<file path="config.mk">
export PLATFORM = sky130hd
export DESIGN_NAME = psc_back
export DESIGN_NICKNAME = d
export VERILOG_FILES = /design/src/hdl/psc_pkg.sv /design/src/hdl/psc_back.sv
export SDC_FILE = /design/constraint.sdc
export NUM_CORES = 1
export LEC_CHECK = 0
export BUFFER_PORTS_ARGS = -buffer_cell sky130_fd_sc_hd__buf_2
export CAP_MARGIN = 0
export CORE_MARGIN = 10
export CORE_UTILIZATION = 40
export CTS_BUF_LIST = sky130_fd_sc_hd__clkbuf_2
export CTS_CLUSTER_SIZE = 12
export DETAILED_ROUTE_END_ITERATION = 16
export HOLD_SLACK_MARGIN = 0.06
export PLACE_DENSITY = 0.78
export SETUP_SLACK_MARGIN = 0.15
export SLEW_MARGIN = 20
export SYNTH_ARGS = -nofsm -noshare
export SYNTH_HDL_FRONTEND = slang
export SYNTH_SLANG_ARGS = --single-unit
</file>
<file path="constraint.sdc">
create_clock -name clk -period 7.1 [get_ports clk]
set_input_delay 1.42 -clock clk [delete_from_list [all_inputs] [get_ports clk]]
set_output_delay 1.42 -clock clk [all_outputs]
set_load 0.005 [all_outputs]
</file>
<file path="src/hdl/psc_pkg.sv">
// Shared constants, payload structs and state types for the pile counter.
`default_nettype none
package psc_pkg;

    localparam int MAX_PILES   = 1024;
    localparam int IDX_W       = $clog2(MAX_PILES);
    localparam int CNT_W       = $clog2(MAX_PILES + 1);
    localparam int AREA_W      = 32;
    localparam int DIM_W       = 16;
    localparam int KIND_W      = 2;
    localparam int TOTAL_W     = 11;
    localparam int QUEUE_DEPTH = 4;
    localparam int QPTR_W      = $clog2(QUEUE_DEPTH);

    localparam logic [KIND_W-1:0] SHAPE_TRIANGLE  = 2'd0;
    localparam logic [KIND_W-1:0] SHAPE_RECTANGLE = 2'd1;
    localparam logic [KIND_W-1:0] SHAPE_SQUARE    = 2'd2;

    typedef struct packed {
        logic [KIND_W-1:0] shape_kind;
        logic [DIM_W-1:0]  first_dim;
        logic [DIM_W-1:0]  second_dim;
    } shape_in_t;

    typedef struct packed {
        logic [AREA_W-1:0]  card_area;
        logic [TOTAL_W-1:0] pile_total;
        logic [TOTAL_W-1:0] tail_total;
        logic               overflow;
    } card_out_t;

    typedef struct packed {
        logic              start;
        logic              ack;
        logic [AREA_W-1:0] area;
    } lane_ctrl_t;

    typedef struct packed {
        logic             done;
        logic             ovf;
        logic [CNT_W-1:0] count;
    } lane_stat_t;

    typedef enum logic [1:0] {
        LN_IDLE,
        LN_SEARCH,
        LN_DONE
    } lane_state_t;

    typedef enum logic {
        BK_IDLE,
        BK_WAIT
    } back_state_t;

endpackage
`default_nettype wire

</file>
<file path="src/hdl/psc_back.sv">
// Back sequencer: pop an area, run both lanes, register the result.
`default_nettype none
module psc_back (
    input  wire logic                       clk,
    input  wire logic                       rst_n,
    input  wire logic                       pop_valid,
    output logic                            pop_ready,
    input  wire logic [psc_pkg::AREA_W-1:0] pop_area,
    output psc_pkg::lane_ctrl_t             pile_ctrl,
    output psc_pkg::lane_ctrl_t             tail_ctrl,
    input  wire psc_pkg::lane_stat_t        pile_stat,
    input  wire psc_pkg::lane_stat_t        tail_stat,
    output logic                            out_valid,
    input  wire logic                       out_ready,
    output psc_pkg::card_out_t              out_data
);

    psc_pkg::back_state_t state_reg, state_next;

    logic                       out_valid_reg, out_valid_next;
    psc_pkg::card_out_t         out_data_reg, out_data_next;
    logic [psc_pkg::AREA_W-1:0] area_reg, area_next;
    logic                       start;
    logic                       finish;

    // Next state
    always_comb
    begin
        state_next = state_reg;
        unique case (state_reg)
            psc_pkg::BK_IDLE:
            begin
                if (pop_valid)
                begin
                    state_next = psc_pkg::BK_WAIT;
                end
            end
            psc_pkg::BK_WAIT:
            begin
                if (finish)
                begin
                    state_next = psc_pkg::BK_IDLE;
                end
            end
            default:
            begin
                state_next = psc_pkg::BK_IDLE;
            end
        endcase
    end

    // Lane controls and output register loading
    always_comb
    begin
        start  = (state_reg == psc_pkg::BK_IDLE) && pop_valid;
        finish = (state_reg == psc_pkg::BK_WAIT) && pile_stat.done && tail_stat.done &&
                 (!out_valid_reg || out_ready);

        pop_ready       = (state_reg == psc_pkg::BK_IDLE);
        pile_ctrl.start = start;
        pile_ctrl.ack   = finish;
        pile_ctrl.area  = pop_area;
        tail_ctrl.start = start;
        tail_ctrl.ack   = finish;
        tail_ctrl.area  = pop_area;

        area_next      = start ? pop_area : area_reg;
        out_valid_next = out_valid_reg;
        out_data_next  = out_data_reg;
        if (finish)
        begin
            out_valid_next           = 1'b1;
            out_data_next.card_area  = area_reg;
            out_data_next.pile_total = psc_pkg::TOTAL_W'(pile_stat.count);
            out_data_next.tail_total = psc_pkg::TOTAL_W'(tail_stat.count);
            out_data_next.overflow   = pile_stat.ovf || tail_stat.ovf;
        end
        else if (out_ready)
        begin
            out_valid_next = 1'b0;
        end
    end

    always_ff @(posedge clk or negedge rst_n)
    begin
        if (!rst_n)
        begin
            state_reg     <= psc_pkg::BK_IDLE;
            out_valid_reg <= 1'b0;
        end
        else
        begin
            state_reg     <= state_next;
            out_valid_reg <= out_valid_next;
        end
    end

    always_ff @(posedge clk)
    begin
        area_reg     <= area_next;
        out_data_reg <= out_data_next;
    end

    assign out_valid = out_valid_reg;
    assign out_data  = out_data_reg;

endmodule
`default_nettype wire

</file>
==> flow_metrics.env, run 1 <==
export IMPL_status="completed"
export IMPL_cts_resized=0
export IMPL_insertedDiodeCount=0
export IMPL_clock_path_buffers=2
export IMPL_dr_pass1_iters=4
export IMPL_cp_end_kind="output port"
export IMPL_synth_seq_area_share_pct=82.4
export IMPL_avgRoutedWirePerCell_um=17.2
export IMPL_cts_htree_levels=3
export IMPL_synthesis_area_sq_um=3230
export IMPL_die_w_um=110
export IMPL_grt_pass1_wl_mm=9.85
export IMPL_max_stage_delay_ns=0.76
export IMPL_clkLatencyLatePin_ns=0.50
export IMPL_final_hold_violation_count=0
export IMPL_fin_worst_skew_ns=0.0153
export IMPL_required_ns=5.68
export IMPL_netlist_top_cells_area="edfxtp_1, buf_4, dfrtp_1, nand2b_4, nor2b_1"
export IMPL_power_density_nw_per_um2=233
export IMPL_grt_max_degree=38
export IMPL_hold_path_depth=0
export IMPL_crit_chain="buf_2, nor2b_4, buf_2"
export IMPL_synth_cell_types=11
export IMPL_hold_start="area_reg[30]"
export IMPL_yosys_warnings=0
export IMPL_cap_viol_max_count=0
export IMPL_reg2reg_to="out_data[29]"
export IMPL_finalSetupTns_ns=0
export IMPL_ioPinCount=187
export IMPL_numCtsBuffers=9
export IMPL_drtAntennaViolNets=0
export IMPL_cts_setup_buffers=0
export IMPL_die_h_um=110
export IMPL_clock_fmax_ghz=0.253
export IMPL_finalMaxSlewViolations=0
export IMPL_setup_violations=0
export IMPL_start_kind="input pin"
export IMPL_nFillCells=679
export IMPL_hold_end="out_data[53]"
export IMPL_cts_hold_buf=0
export IMPL_hold_class="flip-flop to flip-flop"
export IMPL_ir_worst_vdd_v=0.0000949
export IMPL_synth_top_area_share_pct=80.9
export IMPL_reg2reg_depth=3
export IMPL_crit_arrival_ns=2.53
export IMPL_root_buffer="clkbuf_2"
export IMPL_rsz0062_at_grt="false"
export IMPL_drt_iter0_markers=62
export IMPL_critPathMaxFanout=34
export IMPL_syn_inst=166
export IMPL_overflow=0
export IMPL_placed_area_sq_um=3800
export IMPL_fin_crit_sh_pct=55.7
export IMPL_p_leak_nw=1.67
export IMPL_drt_wl_total_mm=6.93
export IMPL_antenna_found_initial=0
export IMPL_syn_nets=228
export IMPL_dieArea_sq_um=12100
export IMPL_crit_type="input pin to output port"
export IMPL_rrSetupSlack_ns=5.02
export IMPL_numClockSinks=89
export IMPL_first_global_vias=1875
export IMPL_crit_slowest_cell="nor2b_4"
export IMPL_final_net_count=358
export IMPL_reg2reg_from="state_reg"
export IMPL_relSlewSlack_pct=37.1
export IMPL_drive_gt1_share_pct=68.1
export IMPL_worst_path_buf_inv=2
export IMPL_core_area_sq_um=7810
export IMPL_fin_util_pct=49.8
export IMPL_crit_top_cell="buf_2"
export IMPL_vias_per_cell=4.24
export IMPL_ys_seq_elements=89
export IMPL_drc=0
export IMPL_worst_pin_slew_ns=0.942
export IMPL_dr_total_vias=1707
export IMPL_crit_family="simple AND/OR/NAND/NOR gates"
export IMPL_cts_tree="built"
export IMPL_final_cell_area_sq_um=3890
export IMPL_largest_reg_flops=55
export IMPL_synth_area_leader_cell="edfxtp_1"
export IMPL_clk_transition_reported_paths_ns=0.22
export IMPL_grtUsageTotal_pct=11.2
export IMPL_area_delta_synth_final_pct=20.3
export IMPL_placement_io_buffers=186
export IMPL_place_congestion=0.755
export IMPL_avgSynthCellArea_sq_um=19.5
export IMPL_num_rows=32
export IMPL_initial_utilization_pct=41.4
export IMPL_min_period_ns=3.95
[report_power, final]
group	total [W]	switching [W]	internal, W
Sequential	0.000615	0.00000711	0.000608
Combinational	0.0000819	0.0000440	0.0000379
Clock	0.000208	0.000160	0.0000479
Total	0.000905	0.000211	0.000694
[worst max-delay path by stage]
stage	start	endpoint	cells past startpoint
after detailed placement	pop_valid	tail_ctrl[33]	3
final	pop_valid	tail_ctrl[33]	3
after floorplan	out_ready	pile_ctrl[32]	3
after CTS	pop_valid	tail_ctrl[33]	3
after global placement	pop_valid	pile_ctrl[33]	3
after global routing	pop_valid	tail_ctrl[33]	3
[logic make-up (layout without fill, tap and decap cells)]
| kind of cell | count (synthesis) | after routing | synth area share (%) |
|---|---|---|---|
| AO/OA/AOI/OAI | 1 | 1 | 0.271 |
| buffers and inverters | 69 | 204 | 15.9 |
| AND/OR/NAND/NOR | 7 | 7 | 1.39 |
| flip-flops | 89 | 89 | 82.4 |
[synthesized netlist by cell type]
cell and n:
a41oi_1 1, buf_4 68, dfrtp_1 2, edfxtp_1 87
inv_1 1, nand2_1 1, nand2b_4 1, nand3_1 1
nor2_1 1, nor2b_1 2, or2_2 1
[cell type report]
| class | instances | area (sq um) | area share [%] |
|---|---|---|---|
| flip-flops and latches | 89 | 2660 | 68.5 |
| repair buffers | 187 | 938 | 24.1 |
| well taps | 102 | 128 | 3.28 |
| multi-input cells | 8 | 68.8 | 1.77 |
| clock buffers | 11 | 55.1 | 1.42 |
| clock inverters | 5 | 31.3 | 0.805 |
| inverters | 1 | 3.75 | 0.0966 |
[stage by stage]
stage / cells / total power, W / setup slack, ns / hold slack [ns]
final: 403 / 0.000905 / 3.15 / 0.440
after global routing: 403 / 0.000955 / 3.03 / 0.446
after CTS: 403 / 0.000922 / 3.09 / 0.441
after detailed placement: 387 / 0.000713 / 3.10 / 0.405
after global placement: 387 / 0.000710 / 3.14 / 0.401
after floorplan: 166 / 0.000676 / 1.23 / 0.400
[layout by cell type (no fill, tap or decap), drive strengths merged]
master    Yosys  layout
clkinv        0       2
or2           1       1
dfrtp         2       2
nor2b         2       2
nand2         1       1
edfxtp       87      87
buf          68     187
inv           1       2
nand3         1       1
clkbuf        0      11
nor2          1       1
nand2b        1       1
a41oi         1       1
clkinvlp      0       2
[metal layers]
layer	vias up	track usage [%]	wire length, um
li1	787	-	-
met1	779	11.6	2600
met2	130	17.7	3240
met3	11	6.90	948
met4	0	5.30	144
met5	-	0	0
Power figures use the tool's default switching activity.
==> run 2, diff against run 1 <==
--- a/config.mk
+++ b/config.mk
@@ -13,7 +13,7 @@
 export CTS_CLUSTER_SIZE = 12
 export DETAILED_ROUTE_END_ITERATION = 16
 export HOLD_SLACK_MARGIN = 0.06
-export PLACE_DENSITY = 0.78
+export PLACE_DENSITY = 0.81
 export SETUP_SLACK_MARGIN = 0.15
 export SLEW_MARGIN = 20
 export SYNTH_ARGS = -nofsm -noshare
==> constraint.sdc (replaced) <==
create_clock -name clk -period 3.5 [get_ports clk]
set_input_delay 0.7 -clock clk [delete_from_list [all_inputs] [get_ports clk]]
set_output_delay 0.7 -clock clk [all_outputs]
set_load 0.005 [all_outputs]
==> flow_metrics.env, run 2 (synthesized netlist as in run 1, its figures left out) <==
export IMPL_hold_class="input pin to flip-flop"
export IMPL_die_w_um=110
export IMPL_cts_htree_levels=3
export IMPL_overflow=0
export IMPL_num_rows=32
export IMPL_cp_end_kind="output port"
export IMPL_fin_worst_skew_ns=0.0218
export IMPL_cts_tree="built"
export IMPL_drt_wl_total_mm=7.01
export IMPL_largest_reg_flops=55
export IMPL_final_hold_violation_count=0
export IMPL_drc=0
export IMPL_fin_crit_sh_pct=71.8
export IMPL_root_buffer="clkbuf_2"
export IMPL_clock_fmax_ghz=0.398
export IMPL_switching_share_pct=22.8
export IMPL_placement_io_buffers=186
export IMPL_first_global_vias=1853
export IMPL_area_delta_synth_final_pct=21.9
export IMPL_initial_utilization_pct=41.4
export IMPL_clkLatencyLatePin_ns=0.49
export IMPL_rsz0062_at_grt="false"
export IMPL_combPwrFrac_pct=8.9
export IMPL_clock_path_buffers=2
export IMPL_dieArea_sq_um=12100
export IMPL_drt_iter0_markers=35
export IMPL_numCtsBuffers=9
export IMPL_crit_arrival_ns=1.81
export IMPL_setup_ws_ns=0.988
export IMPL_ir_worst_vdd_v=0.000224
export IMPL_net_switching_power_w=0.000436
export IMPL_die_h_um=110
export IMPL_p_leak_nw=1.69
export IMPL_setup_violations=0
export IMPL_final_common_cell="buf_2"
export IMPL_drtAntennaViolNets=0
export IMPL_dr_total_vias=1715
export IMPL_finalMaxSlewViolations=0
export IMPL_status="completed"
export IMPL_finalSetupTns_ns=0
export IMPL_clk_transition_reported_paths_ns=0.24
export IMPL_dpl_hpwl_mm=5.66
export IMPL_drive_gt1_share_pct=68.6
export IMPL_avgRoutedWirePerCell_um=17.3
export IMPL_start_kind="flip-flop"
export IMPL_critPathMaxFanout=27
export IMPL_grtUsageTotal_pct=10.8
export IMPL_crit_type="flip-flop to output port"
export IMPL_layout_common_cells="buf_2, edfxtp_1, clkbuf_2"
export IMPL_ioPinCount=187
export IMPL_place_ws_ns=1.20
export IMPL_power_internal_w=0.00148
export IMPL_worst_pin_slew_ns=0.417
export IMPL_relSlewSlack_pct=72.2
export IMPL_final_net_count=361
export IMPL_pwr_share_clk_pct=25.9
export IMPL_power_frac_seq_pct=65.2
export IMPL_dr_pass1_iters=4
export IMPL_vias_per_cell=4.23
export IMPL_required_ns=2.80
export IMPL_insertedDiodeCount=0
export IMPL_min_period_ns=2.51
export IMPL_core_area_sq_um=7810
export IMPL_power_density_nw_per_um2=486
export IMPL_antenna_found_initial=1
export IMPL_grt_max_degree=33
export IMPL_grt_pass1_wl_mm=9.70
export IMPL_cts_setup_buffers=0
export IMPL_place_congestion=0.742
export IMPL_numClockSinks=89
export IMPL_cap_viol_max_count=0
==> run 2: routing by layer <==
layer	wire, um	GRT usage, %
met5	7	0
met4	72	3.35
met3	796	6.20
met2	3680	18.9
met1	2460	10.7
==> run 2: final timing paths <==
check                             start             to  slack [ns]  depth (start not counted)
min in group asynchronous         rst_n      out_valid        0.48                          2
max in group asynchronous         rst_n      state_reg        2.93                          2
hold reg to reg             area_reg[6]   out_data[29]        0.44                          0
setup reg to reg              state_reg   out_data[26]        1.61                          4
setup / recovery              state_reg  tail_ctrl[32]        0.99                          4
hold / removal             pile_stat[9]   out_data[21]        0.36                          1
==> run 2: metrics by stage <==
step / total power, W / instances / hold slack (ns) / util, % / instance area [sq um]
finish: 0.00191 / 405 / 0.356 / 50.4 / 3940
CTS: 0.00194 / 405 / 0.302 / 50.4 / 3940
detailed placement: 0.00145 / 389 / 0.405 / 48.9 / 3820
global placement: 0.00144 / 389 / 0.401 / 48.9 / 3820
global route: 0.00201 / 405 / 0.274 / 50.4 / 3940
floorplan: 0.00137 / 166 / 0.400 / - / 3230
==> run 2: power by group through the flow <==
| stage | registers, W | logic (W) | clock network (W) |
|---|---|---|---|
| after detailed placement | 0.00127 | 0.000175 | 0 |
| after CTS | 0.00125 | 0.000176 | 0.000519 |
| after floorplan | 0.00128 | 0.0000917 | 0 |
| after global routing | 0.00125 | 0.000189 | 0.000562 |
| after global placement | 0.00127 | 0.000171 | 0 |
| final | 0.00125 | 0.000170 | 0.000495 |
==> run 2: final cells by class <==
type	count	area, sq um
tap	102	128
timing repair buffer	190	963
clock inverter	6	67.6
multi-input combinational	8	68.8
clock buffer	9	45.0
inverter	1	3.75
fill	664	3870
sequential	89	2660
==> run 2: timing repair <==
action	CTS	global route
hold endpoints to repair	2	0
hold buffers	1	0
gates resized for setup	0	0
==> run 2: critical path, stage by stage, from the launching register on <==
cell	delay, ns
dfrtp_1	0.50
nand3_1	0.17
nor2b_4	0.13
buf_4	0.32
buf_2	0.19
