$ cat config.mk
export PLATFORM = sky130hd
export DESIGN_NAME = psc_queue
export DESIGN_NICKNAME = d
export VERILOG_FILES = /design/src/hdl/psc_pkg.sv /design/src/hdl/psc_queue.sv
export SDC_FILE = /design/constraint.sdc
export NUM_CORES = 1
export LEC_CHECK = 0
export ABC_CLOCK_PERIOD_IN_PS = 3200
export BUFFER_PORTS_ARGS = -buffer_cell sky130_fd_sc_hd__buf_2
export CORE_MARGIN = 4
export CORE_UTILIZATION = 60
export DETAILED_ROUTE_END_ITERATION = 12
export GPL_TIMING_DRIVEN = 1
export PLACE_DENSITY_LB_ADDON = 0.3
export SETUP_SLACK_MARGIN = 0.4
export SYNTH_ARGS = -nofsm -noshare
export SYNTH_HDL_FRONTEND = slang
export SYNTH_SLANG_ARGS = --single-unit
$ cat constraint.sdc
create_clock -name clk -period 3.2 [get_ports clk]
set_input_delay 0.16 -clock clk [delete_from_list [all_inputs] [get_ports clk]]
set_output_delay 0.16 -clock clk [all_outputs]
set_load 0.05 [all_outputs]
$ cat src/hdl/psc_pkg.sv
// Shared constants, payload structs and state types for the pile counter.
`default_nettype none
package psc_pkg;

    localparam int MAX_PILES   = 1024;
    localparam int IDX_W       = $clog2(MAX_PILES);
    localparam int CNT_W       = $clog2(MAX_PILES + 1);
    localparam int AREA_W      = 32;
    localparam int DIM_W       = 16;
    localparam int KIND_W      = 2;
    localparam int TOTAL_W     = 11;
    localparam int QUEUE_DEPTH = 4;
    localparam int QPTR_W      = $clog2(QUEUE_DEPTH);

    localparam logic [KIND_W-1:0] SHAPE_TRIANGLE  = 2'd0;
    localparam logic [KIND_W-1:0] SHAPE_RECTANGLE = 2'd1;
    localparam logic [KIND_W-1:0] SHAPE_SQUARE    = 2'd2;

    typedef struct packed {
        logic [KIND_W-1:0] shape_kind;
        logic [DIM_W-1:0]  first_dim;
        logic [DIM_W-1:0]  second_dim;
    } shape_in_t;

    typedef struct packed {
        logic [AREA_W-1:0]  card_area;
        logic [TOTAL_W-1:0] pile_total;
        logic [TOTAL_W-1:0] tail_total;
        logic               overflow;
    } card_out_t;

    typedef struct packed {
        logic              start;
        logic              ack;
        logic [AREA_W-1:0] area;
    } lane_ctrl_t;

    typedef struct packed {
        logic             done;
        logic             ovf;
        logic [CNT_W-1:0] count;
    } lane_stat_t;

    typedef enum logic [1:0] {
        LN_IDLE,
        LN_SEARCH,
        LN_DONE
    } lane_state_t;

    typedef enum logic {
        BK_IDLE,
        BK_WAIT
    } back_state_t;

endpackage
`default_nettype wire

$ cat src/hdl/psc_queue.sv
// Short area queue between the front stage and the back sequencer.
`default_nettype none
module psc_queue (
    input  wire logic                      clk,
    input  wire logic                      rst_n,
    input  wire logic                      push_valid,
    output logic                           push_ready,
    input  wire logic [psc_pkg::AREA_W-1:0] push_area,
    output logic                           pop_valid,
    input  wire logic                      pop_ready,
    output logic      [psc_pkg::AREA_W-1:0] pop_area
);

    logic [psc_pkg::AREA_W-1:0] slot_reg [psc_pkg::QUEUE_DEPTH];
    logic [psc_pkg::QPTR_W-1:0] wr_ptr_reg, wr_ptr_next;
    logic [psc_pkg::QPTR_W-1:0] rd_ptr_reg, rd_ptr_next;
    logic [psc_pkg::QPTR_W:0]   fill_reg, fill_next;
    logic                       do_push, do_pop;

    assign push_ready = (fill_reg != (psc_pkg::QPTR_W + 1)'(psc_pkg::QUEUE_DEPTH));
    assign pop_valid  = (fill_reg != '0);
    assign pop_area   = slot_reg[rd_ptr_reg];
    assign do_push    = push_valid && push_ready;
    assign do_pop     = pop_valid && pop_ready;

    // Advance pointers and fill level
    always_comb
    begin
        wr_ptr_next = do_push ? wr_ptr_reg + 1'b1 : wr_ptr_reg;
        rd_ptr_next = do_pop ? rd_ptr_reg + 1'b1 : rd_ptr_reg;
        fill_next   = fill_reg;
        if (do_push && !do_pop)
        begin
            fill_next = fill_reg + 1'b1;
        end
        else if (do_pop && !do_push)
        begin
            fill_next = fill_reg - 1'b1;
        end
    end

    always_ff @(posedge clk or negedge rst_n)
    begin
        if (!rst_n)
        begin
            wr_ptr_reg <= '0;
            rd_ptr_reg <= '0;
            fill_reg   <= '0;
        end
        else
        begin
            wr_ptr_reg <= wr_ptr_next;
            rd_ptr_reg <= rd_ptr_next;
            fill_reg   <= fill_next;
        end
    end

    // Store the pushed area
    always_ff @(posedge clk)
    begin
        if (do_push)
        begin
            slot_reg[wr_ptr_reg] <= push_area;
        end
    end

endmodule
`default_nettype wire

==> results of run 1 <==
## cell families after synthesis
| kind of cell | after synthesis |
|---|---|
| compound gates | 1 |
| xor+xnor | 6 |
| fa+ha+maj | 6 |
| buf+inv | 11 |
| flops | 135 |
| mux | 34 |
| simple gates | 10 |
## worst max path at each step
stage               depth (start not counted)           from           end
finish                                      3  rd_ptr_reg[0]  pop_area[29]
global placement                            8    fill_reg[1]   fill_reg[2]
detailed placement                          8    fill_reg[1]   fill_reg[2]
global route                                3  rd_ptr_reg[0]  pop_area[29]
CTS                                         3  rd_ptr_reg[0]  pop_area[29]
floorplan                                   8    fill_reg[1]   fill_reg[2]
## layout make-up
type                    count  share of cell area [%]
clock buffers              19                    6.60
clock inverters            13                    2.06
inverters                   3                   0.176
multi-input cells          57                    15.0
flip-flops and latches    135                    63.0
well taps                 105                    2.06
repair buffers            106                    11.1
## stage by stage
step	hold WS (ns)	power [mW]	cell area [um2]	instances
global placement	0.00176	4.93	5490	372
global route	0.0381	7.03	6380	438
CTS	0.00931	6.81	6380	438
finish	0.0303	6.75	6380	438
floorplan	-0.136	4.52	5080	203
detailed placement	0.00256	4.98	5490	372
## power groups by stage
stage / Sequential (mW) / Clock [mW] / Combinational, mW
after floorplan: 2.46 / 0 / 2.06
after global placement: 2.54 / 0 / 2.39
after detailed placement: 2.57 / 0 / 2.42
after CTS: 2.54 / 1.81 / 2.46
after global routing: 2.58 / 1.91 / 2.54
final: 2.54 / 1.79 / 2.42
## cells in the final DEF, fill, tap and decap left out, drive strengths merged
cell,synthesis,layout
edfxtp,128,128
buf,7,72
dlygate4sd3,0,34
mux4,32,32
clkbuf,1,19
clkinv,0,10
dfrtp,7,7
ha,5,5
and2,4,4
xnor2,4,4
inv,3,4
nor2,2,2
nand2,2,2
mux2,2,2
xor2,2,2
bufinv,0,2
a21boi,1,1
or3,1,1
nand3,1,1
fa,1,1
## layer usage
metal	vias up	wire, um	track usage [%]	part of all wire, %
li1	1090	-	-	-
met1	1273	3680	25.5	41
met2	85	4720	32.4	53
met3	9	484	6.25	5.4
met4	0	90	6.11	1.0
met5	-	0	0	0
==> key figures, run 1 <==
Timing
  • Final WS setup: ~0.7 ns
  • Hold Fails Final Rpt: 0
  • Crit share post-route: 77.5%
  • Slew Limit Fails: 0
  • Final min period: around 2.5 ns
  • Clock skew: about 0.0075 ns
  • Fmax: between 400 and 500 MHz
  • RSZ-0062 raised after global routing: no
  • Headroom to the max-slew limit: 40.8%
  • Worst Tran Pin Value: 0.888 ns
  • TNS Setup: 0 ns
  • Final setup viols: 0

Yosys
  • Register area share after synthesis: about four fifths
  • Synth Net Count: between 200 and 250
  • Synth top area cells: edfxtp_1 76%, mux4_2 12%, dfrtp_1 3.5%
  • Flops & latches, synth: ~140
  • Mapped Avg Cell Area: ~25 um2
  • Most common cell in the netlist: edfxtp_1
  • EDFF count, synth: between 100 and 150
  • Fraction of registers with async set/reset: between 5 and 6%
  • Main combinational cell family by area after synthesis: multiplexers
  • Commonest cells in the netlist: 128 x edfxtp_1, 28 x mux4_2, 7 x dfrtp_1
  • Synth unique cells: 20
  • Post-synth top area cell: edfxtp_1
  • Post-synthesis simple-gate area fraction: roughly 1.0%
  • Post-Synth XOR/XNOR Area: 1.04%
  • Cell count after synthesis: just over 200
  • Compound-Gate Fraction of Synth Area: less than 1%
  • Post-synthesis mux area share: around 15%
  • Yosys warns: 0
  • Area share of the largest cell type after synthesis: about 76%
  • Top FF cell, synth: edfxtp_1
  • Adder-Cell Fraction of Synth Area: under 10%
  • Syn Std Cell Area: approximately 5100 um2

Die
  • Die Span Y: roughly 100 um
  • Std cell rows: 33
  • DIE AREA: around 10000 um2
  • I/O pins: 70
  • Initial Util: between 60% and 70%
  • Core ar.: about 8200 um2
  • Die W: ~100 um

Pwr
  • Leak Pwr: 2.29 nW
  • Peak supply drop: around 700 uV
  • Clock power share: about a quarter
  • Sequential power share: between 30% and 40%
  • Switch share: a little under two fifths
  • Pwr Density: between 1000 and 1500 nW/um2
  • Comb power frac: a little over a third
  • P_sw: ~2.5 mW
  • Int Power: about 4.2 mW

Drt
  • DR vias: between 2000 and 2500
  • Antenna viol nets, final: 0
  • First-pass DRT Iterations: 4
  • DR WL/cell: approximately 20 um
  • Final wirelength: around 9 mm
  • DRC: 0
  • Vias per cell: roughly 5.6
  • Initial DRC count: 150

Finish
  • # fillers: roughly 430
  • Multi-input gate area: roughly 960 um2
  • Final nets: ~360
  • Final design utilization: 77.7%
  • FF/Latch Area: approximately 4000 um2
  • Layout cell share with drive strength beyond 1: about 41%
  • Max reg flops: approximately 130
  • Area delta synth->final: 25.8%
  • Antenna diodes: 0

Clock tree
  • Clock H-tree levels: 4
  • Hold_buf cts: 34
  • Setup repair bufs after CTS: 0
  • TritonCTS buffer count: 17
  • Clk root buf: clkbuf_8
  • Maximum clock path buffer count: 2
  • CTS sink cnt: between 100 and 150
  • Clock tree from TritonCTS: built
  • Clk pin slew, worst setup/hold paths: approximately 0.060 ns
  • CTS resizes: 0
  • Clock Latency Late Sink: roughly 0.50 ns

Setup path
  • Worst Path Required: 3.04 ns
  • Worst-path cell chain: buf_4 -> mux4_1 -> buf_2
  • Reg2Reg Depth: 8
  • CP max FO: 14
  • RR Endpoint: fill_reg[2]
  • Critical path startpoint category: flip-flop
  • R2R Path Start: fill_reg[1]
  • Crit Path Category: flip-flop to output pin
  • Critical Path Slowest Stage Cell: dfrtp_2
  • Kind of cell adding the most delay to the critical path: flip-flops
  • Worst Path Arrival: 2.32 ns
  • Max incr delay on CP: ~0.63 ns
  • R2R setup slack: about 1.1 ns
  • Crit. End Element: output pin
  • Crit path buf inv count: 2

Global routing
  • Vias in the first global route: roughly 2700
  • Largest net degree at the start of global routing: 33
  • First-pass GRT wire length: 14.4 mm
  • Global route overflow: 0
  • All-Layer GR Usage: between 10% and 20%
  • Initial antenna violation count: 0

Run
  • Max cap viols: 0

Place
  • Routability congestion estimate: around 0.75
  • Detailed Place HPWL: about 5.0 mm
  • Pre-CTS setup slack: 1.09 ns
  • Buffers on Ports: between 60 and 70

Run status
  • Outcome: finished clean

Hold path
  • Hold/Removal Path Class: input pin to async pin
Power figures use the tool's default switching activity.
==> run 2: changes to the inputs <==
- ABC_CLOCK_PERIOD_IN_PS: 3200 -> 2100
- CORE_UTILIZATION: 60 -> 51
- clock period: 3.2 -> 2.1 ns (I/O delays scaled with it)
==> run 2 against run 1 <==
Utilization down 2.9 points. Clock skew up 0.0015 ns. Cell area up 14%. Critical endpoint is now pop_area[8]. Count of clock-buffer cells in the layout down 1. Total power up 82%. Sequential share of layout area down 7.6 points. Clock power up 66%. Critical path depth up 2. Global-route usage down 2.1 points. Register-to-register slack worse by 0.85 ns.
==> key figures, run 2 (synthesized netlist as in run 1, its figures left out) <==
Run status
  • Outcome: finished clean

Global routing
  • Global route overflow: 0 (unchanged)
  • Largest net degree at the start of global routing: 33 (unchanged)
  • Vias in the first global route: 2672 (-1.3%)
  • All-Layer GR Usage: 17.5% (-2.1 points)
  • First-pass GRT wire length: 14.6 mm (+1.5%)
  • Initial antenna violation count: 0 (unchanged)

Place
  • Placed Area: 5670 um2 (+3.2%)
  • Buffers on Ports: 69 (unchanged)
  • Detailed Place HPWL: 5.05 mm (+1.9%)
  • Placed Cells: 405 (+8.9%)
  • Routability congestion estimate: 0.679 (-10%)

Timing
  • Slew Limit Fails: 0 (unchanged)
  • Fin Hold WS: 0.178 ns (+0.148 ns)
  • Crit share post-route: approximately 99%
  • Fmax: just under 500 MHz
  • RSZ-0062 raised after global routing: yes
  • Clock skew: 0.00897 ns (+0.00146 ns)
  • Final setup viols: 0 (unchanged)
  • TNS Setup: 0 ns (unchanged)
  • Final min period: about 2.1 ns
  • Hold Fails Final Rpt: 0 (unchanged)
  • Worst Tran Pin Value: 0.360 ns (-0.528 ns)
  • Headroom to the max-slew limit: 75.9% (+35 points)

Clock tree
  • Clock H-tree levels: 4 (unchanged)
  • CTS sink cnt: 135 (unchanged)
  • Clk root buf: clkbuf_8
  • Clock tree from TritonCTS: built
  • Clk pin slew, worst setup/hold paths: 0.06 ns (about the same)
  • Clock Latency Late Sink: 0.51 ns (about the same)
  • TritonCTS buffer count: 17 (unchanged)
  • Maximum clock path buffer count: 2 (unchanged)

Die
  • I/O pins: 70 (unchanged)
  • Die Span Y: 108 um (+7.8%)
  • Std cell rows: 36 (+9.1%)
  • DIE AREA: 11600 um2 (+16%)
  • Die W: 108 um (+7.8%)
  • Initial Util: 52.2% (-9.6 points)
  • Core ar.: 9730 um2 (+18%)

Setup path
  • Worst path most repeated cell: buf_8
  • Critical Path Slowest Stage Cell: mux4_2
  • Max incr delay on CP: 0.52 ns (-0.11 ns)
  • Crit Path Category: flip-flop to output pin
  • Critical path startpoint category: flip-flop
  • Worst Path Required: 2.00 ns (-1.04 ns)
  • Crit. End Element: output pin
  • Worst Path Arrival: 1.97 ns (-0.35 ns)
  • CP max FO: 8 (-6)
  • Worst-path cell chain: buf_12 -> buf_8 -> buf_16 -> mux4_2 -> buf_8

Pwr
  • Peak supply drop: 998 uV (+43%)
  • Leak Pwr: 2.64 nW (+15%)
  • Pwr Density: 1690 nW/um2 (+60%)

Drt
  • DR vias: 2611 (+6.3%)
  • DR WL/cell: 21.7 um (+5.8%)
  • First-pass DRT Iterations: 4 (unchanged)
  • DRC: 0 (unchanged)
  • Initial DRC count: 176 (+17%)
  • Antenna viol nets, final: 0 (unchanged)
  • Final wirelength: 10.8 mm (+21%)
  • Vias per cell: 5.22 (-6.9%)

Finish
  • Design area: 7280 um2 (+14%)
  • Max reg flops: 128 (unchanged)
  • Most common cell after layout, fill and taps aside: edfxtp_1
  • Antenna diodes: 0 (unchanged)
  • Area delta synth->final: 43.3%
  • Layout cell share with drive strength beyond 1: 50.1% (+9.3 points)
  • Final Non-Filler Cells: 500 (+14%)
  • Final nets: 398 (+9.9%)
  • Commonest non-fill, non-tap cells in the layout: 128 x edfxtp_1, 37 x buf_2, 35 x dlygate4sd3_1
  • Final design utilization: 74.8% (-2.9 points)

Run
  • Max cap viols: 0 (unchanged)

Hold path
  • Hold/Removal Path Class: input pin to flip-flop
## run 2: cell types whose count changed in the layout (fill, tap and decap cells not counted), moves of 4 or more
cell,previous run,this run
clkbuf_16,16,22
buf_2,69,37
buf_8,0,15
and2_2,4,0
buf_4,3,23
buf_12,0,7
and2_4,0,4
buf_6,0,16
mux4_2,28,32
mux4_1,4,0
## run 2: power by group
group	internal, mW	leakage [nW]	switching, mW	total, mW
Sequential	3.58	1.25	0.198	3.78
Clock	1.92	0.288	1.06	2.98
Combinational	2.49	1.10	3.01	5.50
## run 2: cell type report
type	count	area [um2]
Clock buffer	18	418
Inverter	3	11.3
Clock inverter	12	179
Tap cell	133	166
Sequential cell	135	4030
Fill cell	574	2450
Timing Repair Buffer	142	1490
Multi-Input combinational cell	57	990
## run 2: metrics by stage
step | total power [mW] | setup slack (ns)
4_1_cts | 11.7 | 0.0181
3_5_place_dp | 7.78 | 0.138
2_1_floorplan | 6.91 | 0.121
3_3_place_gp | 7.73 | 0.187
6_report | 12.3 | 0.0229
5_1_grt | 12.7 | -0.0320
## run 2: worst paths after layout
| path | cells past startpoint | to | slack, ns | from |
|---|---|---|---|---|
| setup / recovery | 5 | pop_area[8] | 0.02 | rd_ptr_reg[0] |
| hold / removal | 4 | fill_reg[0] | 0.18 | push_valid |
| setup reg to reg | 8 | fill_reg[2] | 0.23 | fill_reg[1] |
| hold reg to reg | 1 | wr_ptr_reg[1] | 0.57 | wr_ptr_reg[1] |
| max in group asynchronous | 3 | rd_ptr_reg[1] | 1.24 | rst_n |
| min in group asynchronous | 3 | wr_ptr_reg[1] | 0.57 | rst_n |
## run 2: timing repair
action                                 CTS  global route
setup buffers                           13             6
pin swaps                                3             5
gates cloned                             3             8
setup endpoints to repair               64           107
gates resized for setup                 62            36
hold buffers                            35             0
endpoints found under the hold margin  137             0
## run 2: worst max-delay path: cells and delay by family, from the launching register on
| kind | cells | cell delay, ns |
|---|---|---|
| multiplexers | 1 | 0.52 |
| buffers and inverters | 4 | 0.55 |
| flip-flops | 1 | 0.39 |
## run 2: routing by layer
layer | GRT usage, % | part of all wire, % | routed length, um | up-vias
met5 | 0 | 0 | 0 | -
met4 | 7.57 | 0.89 | 96 | 0
met3 | 4.56 | 5.6 | 603 | 8
met2 | 28.4 | 53 | 5760 | 103
met1 | 22.5 | 40 | 4380 | 1343
li1 | - | - | - | 1157
