==> config.mk <==
export PLATFORM = sky130hd
export DESIGN_NAME = psc_front
export DESIGN_NICKNAME = d
export VERILOG_FILES = /design/src/hdl/psc_pkg.sv /design/src/hdl/psc_front.sv
export SDC_FILE = /design/constraint.sdc
export NUM_CORES = 1
export LEC_CHECK = 0
export BUFFER_PORTS_ARGS = -buffer_cell sky130_fd_sc_hd__buf_2
export CORE_MARGIN = 1.5
export CORE_UTILIZATION = 35
export CTS_CLUSTER_DIAMETER = 100
export DETAILED_ROUTE_END_ITERATION = 16
export SKIP_LAST_GASP = 1
export SYNTH_ARGS = -nofsm -noshare
export SYNTH_HDL_FRONTEND = slang
export SYNTH_SLANG_ARGS = --single-unit
==> constraint.sdc <==
create_clock -name clk -period 7.4 [get_ports clk]
set_input_delay 0.74 -clock clk [delete_from_list [all_inputs] [get_ports clk]]
set_output_delay 0.74 -clock clk [all_outputs]
set_load 0.01 [all_outputs]
==> src/hdl/psc_pkg.sv <==
// Shared constants, payload structs and state types for the pile counter.
`default_nettype none
package psc_pkg;

    localparam int MAX_PILES   = 1024;
    localparam int IDX_W       = $clog2(MAX_PILES);
    localparam int CNT_W       = $clog2(MAX_PILES + 1);
    localparam int AREA_W      = 32;
    localparam int DIM_W       = 16;
    localparam int KIND_W      = 2;
    localparam int TOTAL_W     = 11;
    localparam int QUEUE_DEPTH = 4;
    localparam int QPTR_W      = $clog2(QUEUE_DEPTH);

    localparam logic [KIND_W-1:0] SHAPE_TRIANGLE  = 2'd0;
    localparam logic [KIND_W-1:0] SHAPE_RECTANGLE = 2'd1;
    localparam logic [KIND_W-1:0] SHAPE_SQUARE    = 2'd2;

    typedef struct packed {
        logic [KIND_W-1:0] shape_kind;
        logic [DIM_W-1:0]  first_dim;
        logic [DIM_W-1:0]  second_dim;
    } shape_in_t;

    typedef struct packed {
        logic [AREA_W-1:0]  card_area;
        logic [TOTAL_W-1:0] pile_total;
        logic [TOTAL_W-1:0] tail_total;
        logic               overflow;
    } card_out_t;

    typedef struct packed {
        logic              start;
        logic              ack;
        logic [AREA_W-1:0] area;
    } lane_ctrl_t;

    typedef struct packed {
        logic             done;
        logic             ovf;
        logic [CNT_W-1:0] count;
    } lane_stat_t;

    typedef enum logic [1:0] {
        LN_IDLE,
        LN_SEARCH,
        LN_DONE
    } lane_state_t;

    typedef enum logic {
        BK_IDLE,
        BK_WAIT
    } back_state_t;

endpackage
`default_nettype wire

==> src/hdl/psc_front.sv <==
// Front stage: accept shapes, pick multiplier operands and compute the area.
`default_nettype none
module psc_front (
    input  wire logic                      clk,
    input  wire logic                      rst_n,
    input  wire logic                      in_valid,
    output logic                           in_ready,
    input  wire psc_pkg::shape_in_t        in_data,
    output logic                           push_valid,
    input  wire logic                      push_ready,
    output logic      [psc_pkg::AREA_W-1:0] push_area
);

    logic                      stg_valid_reg, stg_valid_next;
    logic [psc_pkg::DIM_W-1:0] op_a_reg, op_b_reg;
    logic                      halve_reg;
    logic [psc_pkg::AREA_W-1:0] product;
    logic                      in_take;

    assign in_ready = !stg_valid_reg || push_ready;
    assign in_take  = in_valid && in_ready;

    // Hold the stage until the queue takes the area
    always_comb
    begin
        stg_valid_next = stg_valid_reg;
        if (in_take)
        begin
            stg_valid_next = 1'b1;
        end
        else if (push_ready)
        begin
            stg_valid_next = 1'b0;
        end
    end

    always_ff @(posedge clk or negedge rst_n)
    begin
        if (!rst_n)
        begin
            stg_valid_reg <= 1'b0;
        end
        else
        begin
            stg_valid_reg <= stg_valid_next;
        end
    end

    // Capture operands; unused kind code squares like a square
    always_ff @(posedge clk)
    begin
        if (in_take)
        begin
            op_a_reg  <= in_data.first_dim;
            op_b_reg  <= (in_data.shape_kind == psc_pkg::SHAPE_TRIANGLE ||
                          in_data.shape_kind == psc_pkg::SHAPE_RECTANGLE) ?
                         in_data.second_dim : in_data.first_dim;
            halve_reg <= (in_data.shape_kind == psc_pkg::SHAPE_TRIANGLE);
        end
    end

    // Multiply and halve triangles
    assign product    = psc_pkg::AREA_W'(op_a_reg) * psc_pkg::AREA_W'(op_b_reg);
    assign push_area  = halve_reg ? (product >> 1) : product;
    assign push_valid = stg_valid_reg;

endmodule
`default_nettype wire

==> flow_summary.json, run 1 <==
{
  "run_status": "finished, final reports clean",
  "post_synth_num_cell_types": 54,
  "worstMarginPinSlew_ns": 0.888,
  "setup.worst_path.start_class": "register",
  "critPathMostFrequentCell": "sky130_fd_sc_hd__fa_1",
  "critPathMaxFanout": 9,
  "timing.rr.start": "push_valid",
  "rsz0062_at_grt": "no",
  "slowest_delay_ns": 0.53,
  "clock_tree_root_buffer_cell": "sky130_fd_sc_hd__clkbuf_16",
  "hold_path.class": "input port to async pin",
  "insertedDiodeCount": 0,
  "synth_top_flop_cell": "sky130_fd_sc_hd__edfxtp_1",
  "port-buffer-count": 71,
  "synth_area_um2": 10200,
  "drt_pass1_iterations": 5,
  "tritoncts": "built",
  "setup_viol": 0,
  "sequential_fraction_of_the_synthesis_area": 0.0997,
  "critical_path.endpoint": "push_area[30]",
  "worst_setup_startpoint": "op_b_reg[4]",
  "async_flop_share": 0.0294,
  "drive_above_1_share": 0.176,
  "postSynthRegisterBits": 34,
  "worst-r2r-cell-count": 3,
  "final_min_period_over_clock_period": 0.960,
  "hpwlAfterDp_um": 20500,
  "endpoint_kind": "output port",
  "clock_sink_count": 34,
  "design.final.nets": 1546,
  "cts.clk_slew.worst_paths_ns": 0.05,
  "max_capacitance_violation_total": 0,
  "area_growth_syn_to_layout_pct": 14.4,
  "initial_utilization": 0.355,
  "cp_cell_sequence": "buf_4 > and2_1 > fa_1 > inv_1 > fa_1 > fa_1 > inv_1 > fa_1 > fa_1 > inv_1 > fa_1 > inv_1 > ha_4 > a21oi_1 > o21ai_1 > a21oi_1 > a21boi_1 > a21oi_1 > a41oi_1 > xnor2_1 > mux2_2 > buf_2",
  "grt_pass1_vias": 7940,
  "vias_per_cell": 4.78,
  "hold_viol": 0,
  "rows": 62,
  "final_cell_mix": "sky130_fd_sc_hd__inv_1 (228), sky130_fd_sc_hd__fa_1 (194), sky130_fd_sc_hd__nand2_1 (169)",
  "maxSlewViolCount": 0,
  "worst_skew_pair.late_latency_ns": 0.27,
  "gr-total-overflow": 0,
  "grt_max_degree": 34,
  "synth-edff-count": 33,
  "ys_warn_count": 0,
  "cts_buffer_depth": 2,
  "detail_route.drc_violations": 0,
  "area.sequential_um2": 1020,
  "fillers": 2937,
  "final_common_cell": "sky130_fd_sc_hd__inv_1",
  "achievable-frequency_mhz": 141,
  "criticalPathCategory": "register to output port",
  "grt_usage": 0.163,
  "antenna_found_initial": 0,
  "vias": 7629,
  "postSynthAreaPerCell_um2": 9.28,
  "gp_congestion": 0.840,
  "data_arrival_time_of_the_critical_path_ns": 6.37,
  "regToRegSetupSlack_ns": 6.05,
  "remaining_max_slew_budget_at_the_tightest_pin": 0.404,
  "multiInputGateArea_um2": 8190,
  "post-route-min-period_ns": 7.11,
  "wire_length_of_the_first_global_routing_pass_um": 39900,
  "die_height_um": 174,
  "ctsHtreeMaxLevel": 2,
  "critical_path.reg2reg.endpoint": "op_b_reg[1]",
  "synthCells": 1099,
  "die_x_um": 174,
  "synth.net_count": 1435,
  "core_area_um2": 28700,
  "final_wirelength_um": 24500,
  "io_pins": 72,
  "cts_inserted_buffers": 5,
  "detail_route.wl_per_cell_um": 15.4,
  "worst_ep_required_time_ns": 6.66,
  "crit_path_top_delay_cell": "sky130_fd_sc_hd__fa_1",
  "dieArea_um2": 30200,
  "route.antenna.remaining_nets": 0,
  "drt_iter0_drcs": 380,
  "setup_tns_ns": 0,
  "finClkSkew_ns": 0.00314
}
-- cell type report --
type	count	share of cell area
Multi-Input combinational cell	789	0.703
Timing Repair Buffer	151	0.0831
Clock inverter	3	0.00140
Inverter	229	0.0737
Clock buffer	5	0.0107
Tap cell	384	0.0412
Sequential cell	34	0.0872
-- how the worst min path moves through the flow --
stage          startpoint    endpoint  slack, ns  depth (start not counted)
2_1_floorplan       rst_n  push_valid       0.44                          0
3_3_place_gp   push_valid  push_valid       0.50                          2
3_5_place_dp        rst_n  push_valid       0.52                          1
4_1_cts             rst_n  push_valid       0.23                          1
5_1_grt             rst_n  push_valid       0.22                          1
6_report            rst_n  push_valid       0.23                          1
-- through the flow --
stage,utilization,cells,instance area (µm²),hold slack [ns],setup WS (ns)
3_5_place_dp,0.384,1533,11000,0.518,0.277
2_1_floorplan,-,1099,10200,0.444,0.864
6_report,0.406,1595,11700,0.229,0.293
5_1_grt,0.406,1595,11700,0.217,0.0224
3_3_place_gp,0.384,1533,11000,0.500,0.313
4_1_cts,0.392,1554,11300,0.225,0.00799
-- logic make-up after synthesis --
| group | share of synthesized area |
|---|---|
| flip-flops | 0.0997 |
| AND/OR/NAND/NOR | 0.160 |
| adder cells (fa/ha/maj) | 0.509 |
| AO/OA/AOI/OAI | 0.0616 |
| buffers and inverters | 0.105 |
| multiplexers | 0.0406 |
| XOR/XNOR | 0.0249 |
-- synthesized netlist by cell type (all sizes together), types with 2 or more instances --
cell | count | area [µm²]
fa | 194 | 3880
o21ai | 20 | 100
a21boi | 5 | 41.3
o21bai | 3 | 22.5
edfxtp | 33 | 991
and2 | 123 | 773
clkbuf | 42 | 161
ha | 104 | 1300
a21o | 16 | 123
nor2 | 12 | 45.0
a211o | 2 | 17.5
nor3 | 5 | 25.0
a21oi | 27 | 154
mux2i | 2 | 20.0
a221oi | 2 | 17.5
a31oi | 3 | 18.8
o211ai | 3 | 27.5
inv | 228 | 856
xnor2 | 19 | 166
nand2 | 169 | 634
nand4 | 6 | 37.5
mux2 | 35 | 394
a221o | 2 | 20.0
buf | 5 | 46.3
nand3 | 9 | 45.0
and3 | 5 | 31.3
nand2b | 2 | 12.5
xor2 | 10 | 87.6
-- critical path, delay by kind of cell (launching register included) --
kind                     cells  cell delay, ns
XOR/XNOR                     1            0.11
buffers and inverters        6            0.57
AND/OR/NAND/NOR              1            0.15
flip-flops                   1            0.46
AO/OA/AOI/OAI                6            1.24
multiplexers                 1            0.27
adder cells (fa/ha/maj)      7            3.27
-- layer usage --
metal | vias to the layer above | wire length [µm] | GRT usage
met5 | - | 0 | 0
met4 | 0 | 500 | 0.0370
met3 | 34 | 785 | 0.0145
met2 | 157 | 12900 | 0.301
met1 | 3846 | 10400 | 0.207
li1 | 3592 | - | -
-- timing repair --
| item | 4_1_cts | 5_1_grt |
|---|---|---|
| resized for setup | 0 | 15 |
| setup endpoints to repair | 2 | 15 |
| hold buffers | 0 | 0 |
| pin swaps | 0 | 2 |
| setup buffers | 13 | 41 |
Power of run 1 is not shown: default switching activity piles up to over one toggle a cycle in this logic, so the estimate is an artifact.
==> inputs of run 2 (changes only) <==
clock period = 8.4 ns   (was 7.4 ns; I/O delays follow)
==> flow_summary.json, run 2 (same netlist as run 1, synthesis figures left out) <==
{
  "run_status": "finished, final reports clean",
  "slowest_delay_ns": 0.63,
  "grt_usage": 0.163,
  "gp_congestion": 0.824,
  "finClkSkew_ns": 0.00387,
  "criticalPathCategory": "register to output port",
  "critPathMostFrequentCell": "sky130_fd_sc_hd__fa_1",
  "cts_hold_buf": 0,
  "cts_inserted_buffers": 5,
  "grt_max_degree": 34,
  "crit_path_top_delay_cell": "sky130_fd_sc_hd__edfxtp_1",
  "gr-total-overflow": 0,
  "remaining_max_slew_budget_at_the_tightest_pin": 0.412,
  "wire_length_of_the_first_global_routing_pass_um": 39800,
  "setup.worst_path.start_class": "register",
  "port-buffer-count": 71,
  "critical_path.endpoint": "push_area[29]",
  "cts.clk_slew.worst_paths_ns": 0.05,
  "core_area_um2": 28700,
  "regToRegSetupSlack_ns": 7.04,
  "endpoint_kind": "output port",
  "setup_tns_ns": 0,
  "detail_route.drc_violations": 0,
  "hpwlAfterDp_um": 19700,
  "worst_setup_startpoint": "op_a_reg[8]",
  "fin_util": 0.383,
  "final_common_cell": "sky130_fd_sc_hd__inv_1",
  "initial_utilization": 0.355,
  "max_capacitance_violation_total": 0,
  "grt_pass1_vias": 7961,
  "drive_above_1_share": 0.112,
  "critical_path.reg2reg.endpoint": "op_b_reg[3]",
  "hold_path.class": "input port to async pin",
  "area_growth_syn_to_layout_pct": 7.97,
  "vias_per_cell": 4.86,
  "final_wirelength_um": 23800,
  "route.antenna.remaining_nets": 0,
  "setup_viol": 0,
  "io_pins": 72,
  "clock_sink_count": 34,
  "final_min_period_over_clock_period": 0.912,
  "tritoncts": "built",
  "maxSlewViolCount": 0,
  "final_cell_mix": "sky130_fd_sc_hd__inv_1 (228), sky130_fd_sc_hd__fa_1 (194), sky130_fd_sc_hd__nand2_1 (169)",
  "hold_viol": 0,
  "cp_cell_sequence": "and2_1 > fa_1 > inv_1 > fa_1 > fa_1 > inv_1 > fa_1 > fa_1 > inv_1 > fa_1 > inv_1 > ha_1 > a21oi_1 > o21ai_1 > a21oi_1 > and2_1 > o221a_1 > a221o_1 > xnor2_1 > mux2_2 > buf_2",
  "drt_iter0_drcs": 337,
  "ctsHtreeMaxLevel": 2,
  "vias": 7384,
  "insertedDiodeCount": 0,
  "worst-r2r-cell-count": 3,
  "critPathMaxFanout": 16,
  "dieArea_um2": 30200,
  "die_x_um": 174,
  "design_area_um2": 11000,
  "detail_route.wl_per_cell_um": 15.7,
  "post-route-min-period_ns": 7.66,
  "worst_ep_required_time_ns": 7.56,
  "cts_post_setup_buffers_inserted": 0,
  "worst_skew_pair.late_latency_ns": 0.27,
  "rsz0062_at_grt": "no",
  "timing.rr.start": "push_valid",
  "die_height_um": 174,
  "drt_pass1_iterations": 5,
  "post_cts.resized_instances": 0,
  "antenna_found_initial": 0,
  "cts_buffer_depth": 2,
  "achievable-frequency_mhz": 131,
  "data_arrival_time_of_the_critical_path_ns": 6.82,
  "design.final.nets": 1471,
  "rows": 62,
  "worstMarginPinSlew_ns": 0.877,
  "clock_tree_root_buffer_cell": "sky130_fd_sc_hd__clkbuf_16",
  "dpl-instance-area_um2": 10900
}
-- run 2: cell count changes in the layout (fill, tap and decap cells not counted), sizes merged --
cell | previous run | this run
clkbuf | 5 | 8
clkinvlp | 1 | 0
buf | 151 | 76
clkinv | 3 | 1
-- run 2: cell type report --
type                    instances  area [µm²]
clock buffers                   8         146
inverters                     229         860
multi-input cells             789        8110
fillers                      2953       17700
repair buffers                 76         393
well taps                     384         480
flip-flops and latches         34        1020
-- run 2: how the worst min path moves through the flow --
stage | startpoint | end | slack, ns
after floorplan | rst_n | push_valid | 0.54
after global placement | push_valid | push_valid | 0.50
after detailed placement | push_valid | push_valid | 0.55
after CTS | rst_n | push_valid | 0.33
after global routing | rst_n | push_valid | 0.33
final | rst_n | push_valid | 0.33
-- run 2: stage by stage --
| step | worst slack [ns] | hold WS [ns] | std cells |
|---|---|---|---|
| 4_1_cts | 0.718 | 0.326 | 1520 |
| 3_5_place_dp | 1.03 | 0.545 | 1512 |
| 6_report | 0.737 | 0.331 | 1520 |
| 5_1_grt | 0.445 | 0.326 | 1520 |
| 3_3_place_gp | 1.13 | 0.504 | 1512 |
| 2_1_floorplan | 1.76 | 0.544 | 1099 |
-- run 2: worst max-delay path, delay by kind of cell, from the launching register on --
kind / cells / cell delay (ns)
AOI/OAI and AO/OA: 5 / 1.18
adders and majority gates: 7 / 3.41
and+or+nand+nor: 2 / 0.54
xor gates and xnor gates: 1 / 0.16
muxes: 1 / 0.27
DFF: 1 / 0.63
buffers and inverters: 5 / 0.35
-- run 2: metal layers --
layer	wire length [µm]	vias up	GRT usage	share of wire
li1	-	3437	-	-
met1	10200	3744	0.207	0.43
met2	12300	178	0.302	0.52
met3	976	25	0.0132	0.041
met4	407	0	0.0359	0.017
met5	0	-	0	0
Power of run 2 is left out for the same reason.
==> inputs of run 3 (changes only) <==
REMOVE_ABC_BUFFERS = 1   (was not set)
==> flow_summary.json, run 3 (same netlist as run 1, synthesis figures left out) <==
{
  "slowest_delay_ns": 0.70,
  "initial_utilization": 0.355,
  "area_growth_syn_to_layout_pct": 7.74,
  "grt_max_degree": 34,
  "antenna_found_initial": 0,
  "clock_sink_count": 34,
  "gr-total-overflow": 0,
  "max_capacitance_violation_total": 0,
  "data_arrival_time_of_the_critical_path_ns": 6.75,
  "post_cts.resized_instances": 0,
  "dpl-instance-area_um2": 10800,
  "drt_pass1_iterations": 6,
  "buffers_plus_inverters_on_the_worst_setup_path": 5,
  "final_wirelength_um": 23800,
  "remaining_max_slew_budget_at_the_tightest_pin": 0.443,
  "design_area_um2": 11000,
  "final_common_cell": "sky130_fd_sc_hd__inv_1",
  "grt_pass1_vias": 7891,
  "detail_route.drc_violations": 0,
  "core_area_um2": 28700,
  "die_x_um": 174,
  "detail_route.wl_per_cell_um": 15.7,
  "post-route-min-period_ns": 7.59,
  "grt_usage": 0.163,
  "insertedDiodeCount": 0,
  "rows": 62,
  "criticalPathCategory": "register to output port",
  "crit_path_top_delay_cell": "sky130_fd_sc_hd__edfxtp_1",
  "cts_post_setup_buffers_inserted": 0,
  "worst_setup_startpoint": "op_a_reg[9]",
  "die_height_um": 174,
  "final_min_period_over_clock_period": 0.903,
  "family_of_cells_with_the_greatest_summed_delay_on_the_critical_path": "adder cells",
  "hold_viol": 0,
  "gp_congestion": 0.809,
  "finClkSkew_ns": 0.00393,
  "critPathMostFrequentCell": "sky130_fd_sc_hd__fa_1",
  "hpwlAfterDp_um": 19500,
  "maxSlewViolCount": 0,
  "cts_buffer_depth": 2,
  "port-buffer-count": 71,
  "io_pins": 72,
  "hold_path.class": "input port to async pin",
  "drt_iter0_drcs": 351,
  "route.antenna.remaining_nets": 0,
  "vias": 7440,
  "setup.worst_path.start_class": "register",
  "timing.rr.start": "push_valid",
  "cts_inserted_buffers": 5,
  "worstMarginPinSlew_ns": 0.835,
  "vias_per_cell": 4.90,
  "worst_ep_required_time_ns": 7.56,
  "worst_skew_pair.late_latency_ns": 0.27,
  "rsz0062_at_grt": "no",
  "final_cell_mix": "sky130_fd_sc_hd__inv_1 (228), sky130_fd_sc_hd__fa_1 (194), sky130_fd_sc_hd__nand2_1 (169)",
  "critPathMaxFanout": 16,
  "dieArea_um2": 30200,
  "ctsHtreeMaxLevel": 2,
  "tritoncts": "built",
  "achievable-frequency_mhz": 132,
  "design.final.nets": 1468,
  "cp_cell_sequence": "and2_1 > fa_1 > inv_1 > fa_1 > fa_1 > inv_1 > fa_1 > fa_1 > inv_1 > fa_1 > inv_1 > ha_1 > nand4_1 > o211ai_1 > nor3_1 > a211o_1 > nand2_1 > o41ai_2 > xnor2_1 > mux2_1 > buf_2",
  "cts.clk_slew.worst_paths_ns": 0.05,
  "wire_length_of_the_first_global_routing_pass_um": 39500,
  "clock_tree_root_buffer_cell": "sky130_fd_sc_hd__clkbuf_16",
  "run_status": "finished, final reports clean",
  "setup_viol": 0,
  "endpoint_kind": "output port",
  "drive_above_1_share": 0.109,
  "cts_hold_buf": 0,
  "setup_tns_ns": 0
}
run 3: cell types whose count changed in the layout (fill, tap and decap cells not counted):
cell,delta
sky130_fd_sc_hd__buf_4,-3
run 3: through the flow:
step | worst slack, ns | utilization | std cells | hold slack, ns
final | 0.813 | 0.383 | 1517 | 0.332
after global routing | 0.442 | 0.383 | 1517 | 0.324
after CTS | 0.832 | 0.383 | 1517 | 0.325
after detailed placement | 1.15 | 0.378 | 1509 | 0.512
after global placement | 1.20 | 0.378 | 1509 | 0.502
after floorplan | 1.82 | - | 1052 | 0.544
run 3: worst paths after layout:
| kind | to | slack, ns | cells past startpoint |
|---|---|---|---|
| max reg2reg | halve_reg | 7.07 | 3 |
| min in group clk | push_valid | 0.53 | 2 |
| max in group asynchronous | push_valid | 7.99 | 1 |
| min reg2reg | push_valid | 0.53 | 2 |
| max | push_area[27] | 0.81 | 21 |
| min | push_valid | 0.33 | 1 |
run 3: per-layer routing:
layer,GRT usage,wire length (µm),up-vias
li1,-,-,3423
met1,0.210,10000,3818
met2,0.299,12500,176
met3,0.0134,987,23
met4,0.0291,379,0
met5,0,0,-
run 3: final cells by class:
cell class | count | area (µm²)
Timing Repair Buffer | 73 | 370
Tap cell | 384 | 480
Multi-Input combinational cell | 789 | 8110
Inverter | 229 | 860
Fill cell | 2949 | 17700
Clock buffer | 8 | 146
Sequential cell | 34 | 1020
Power of run 3 is left out for the same reason.
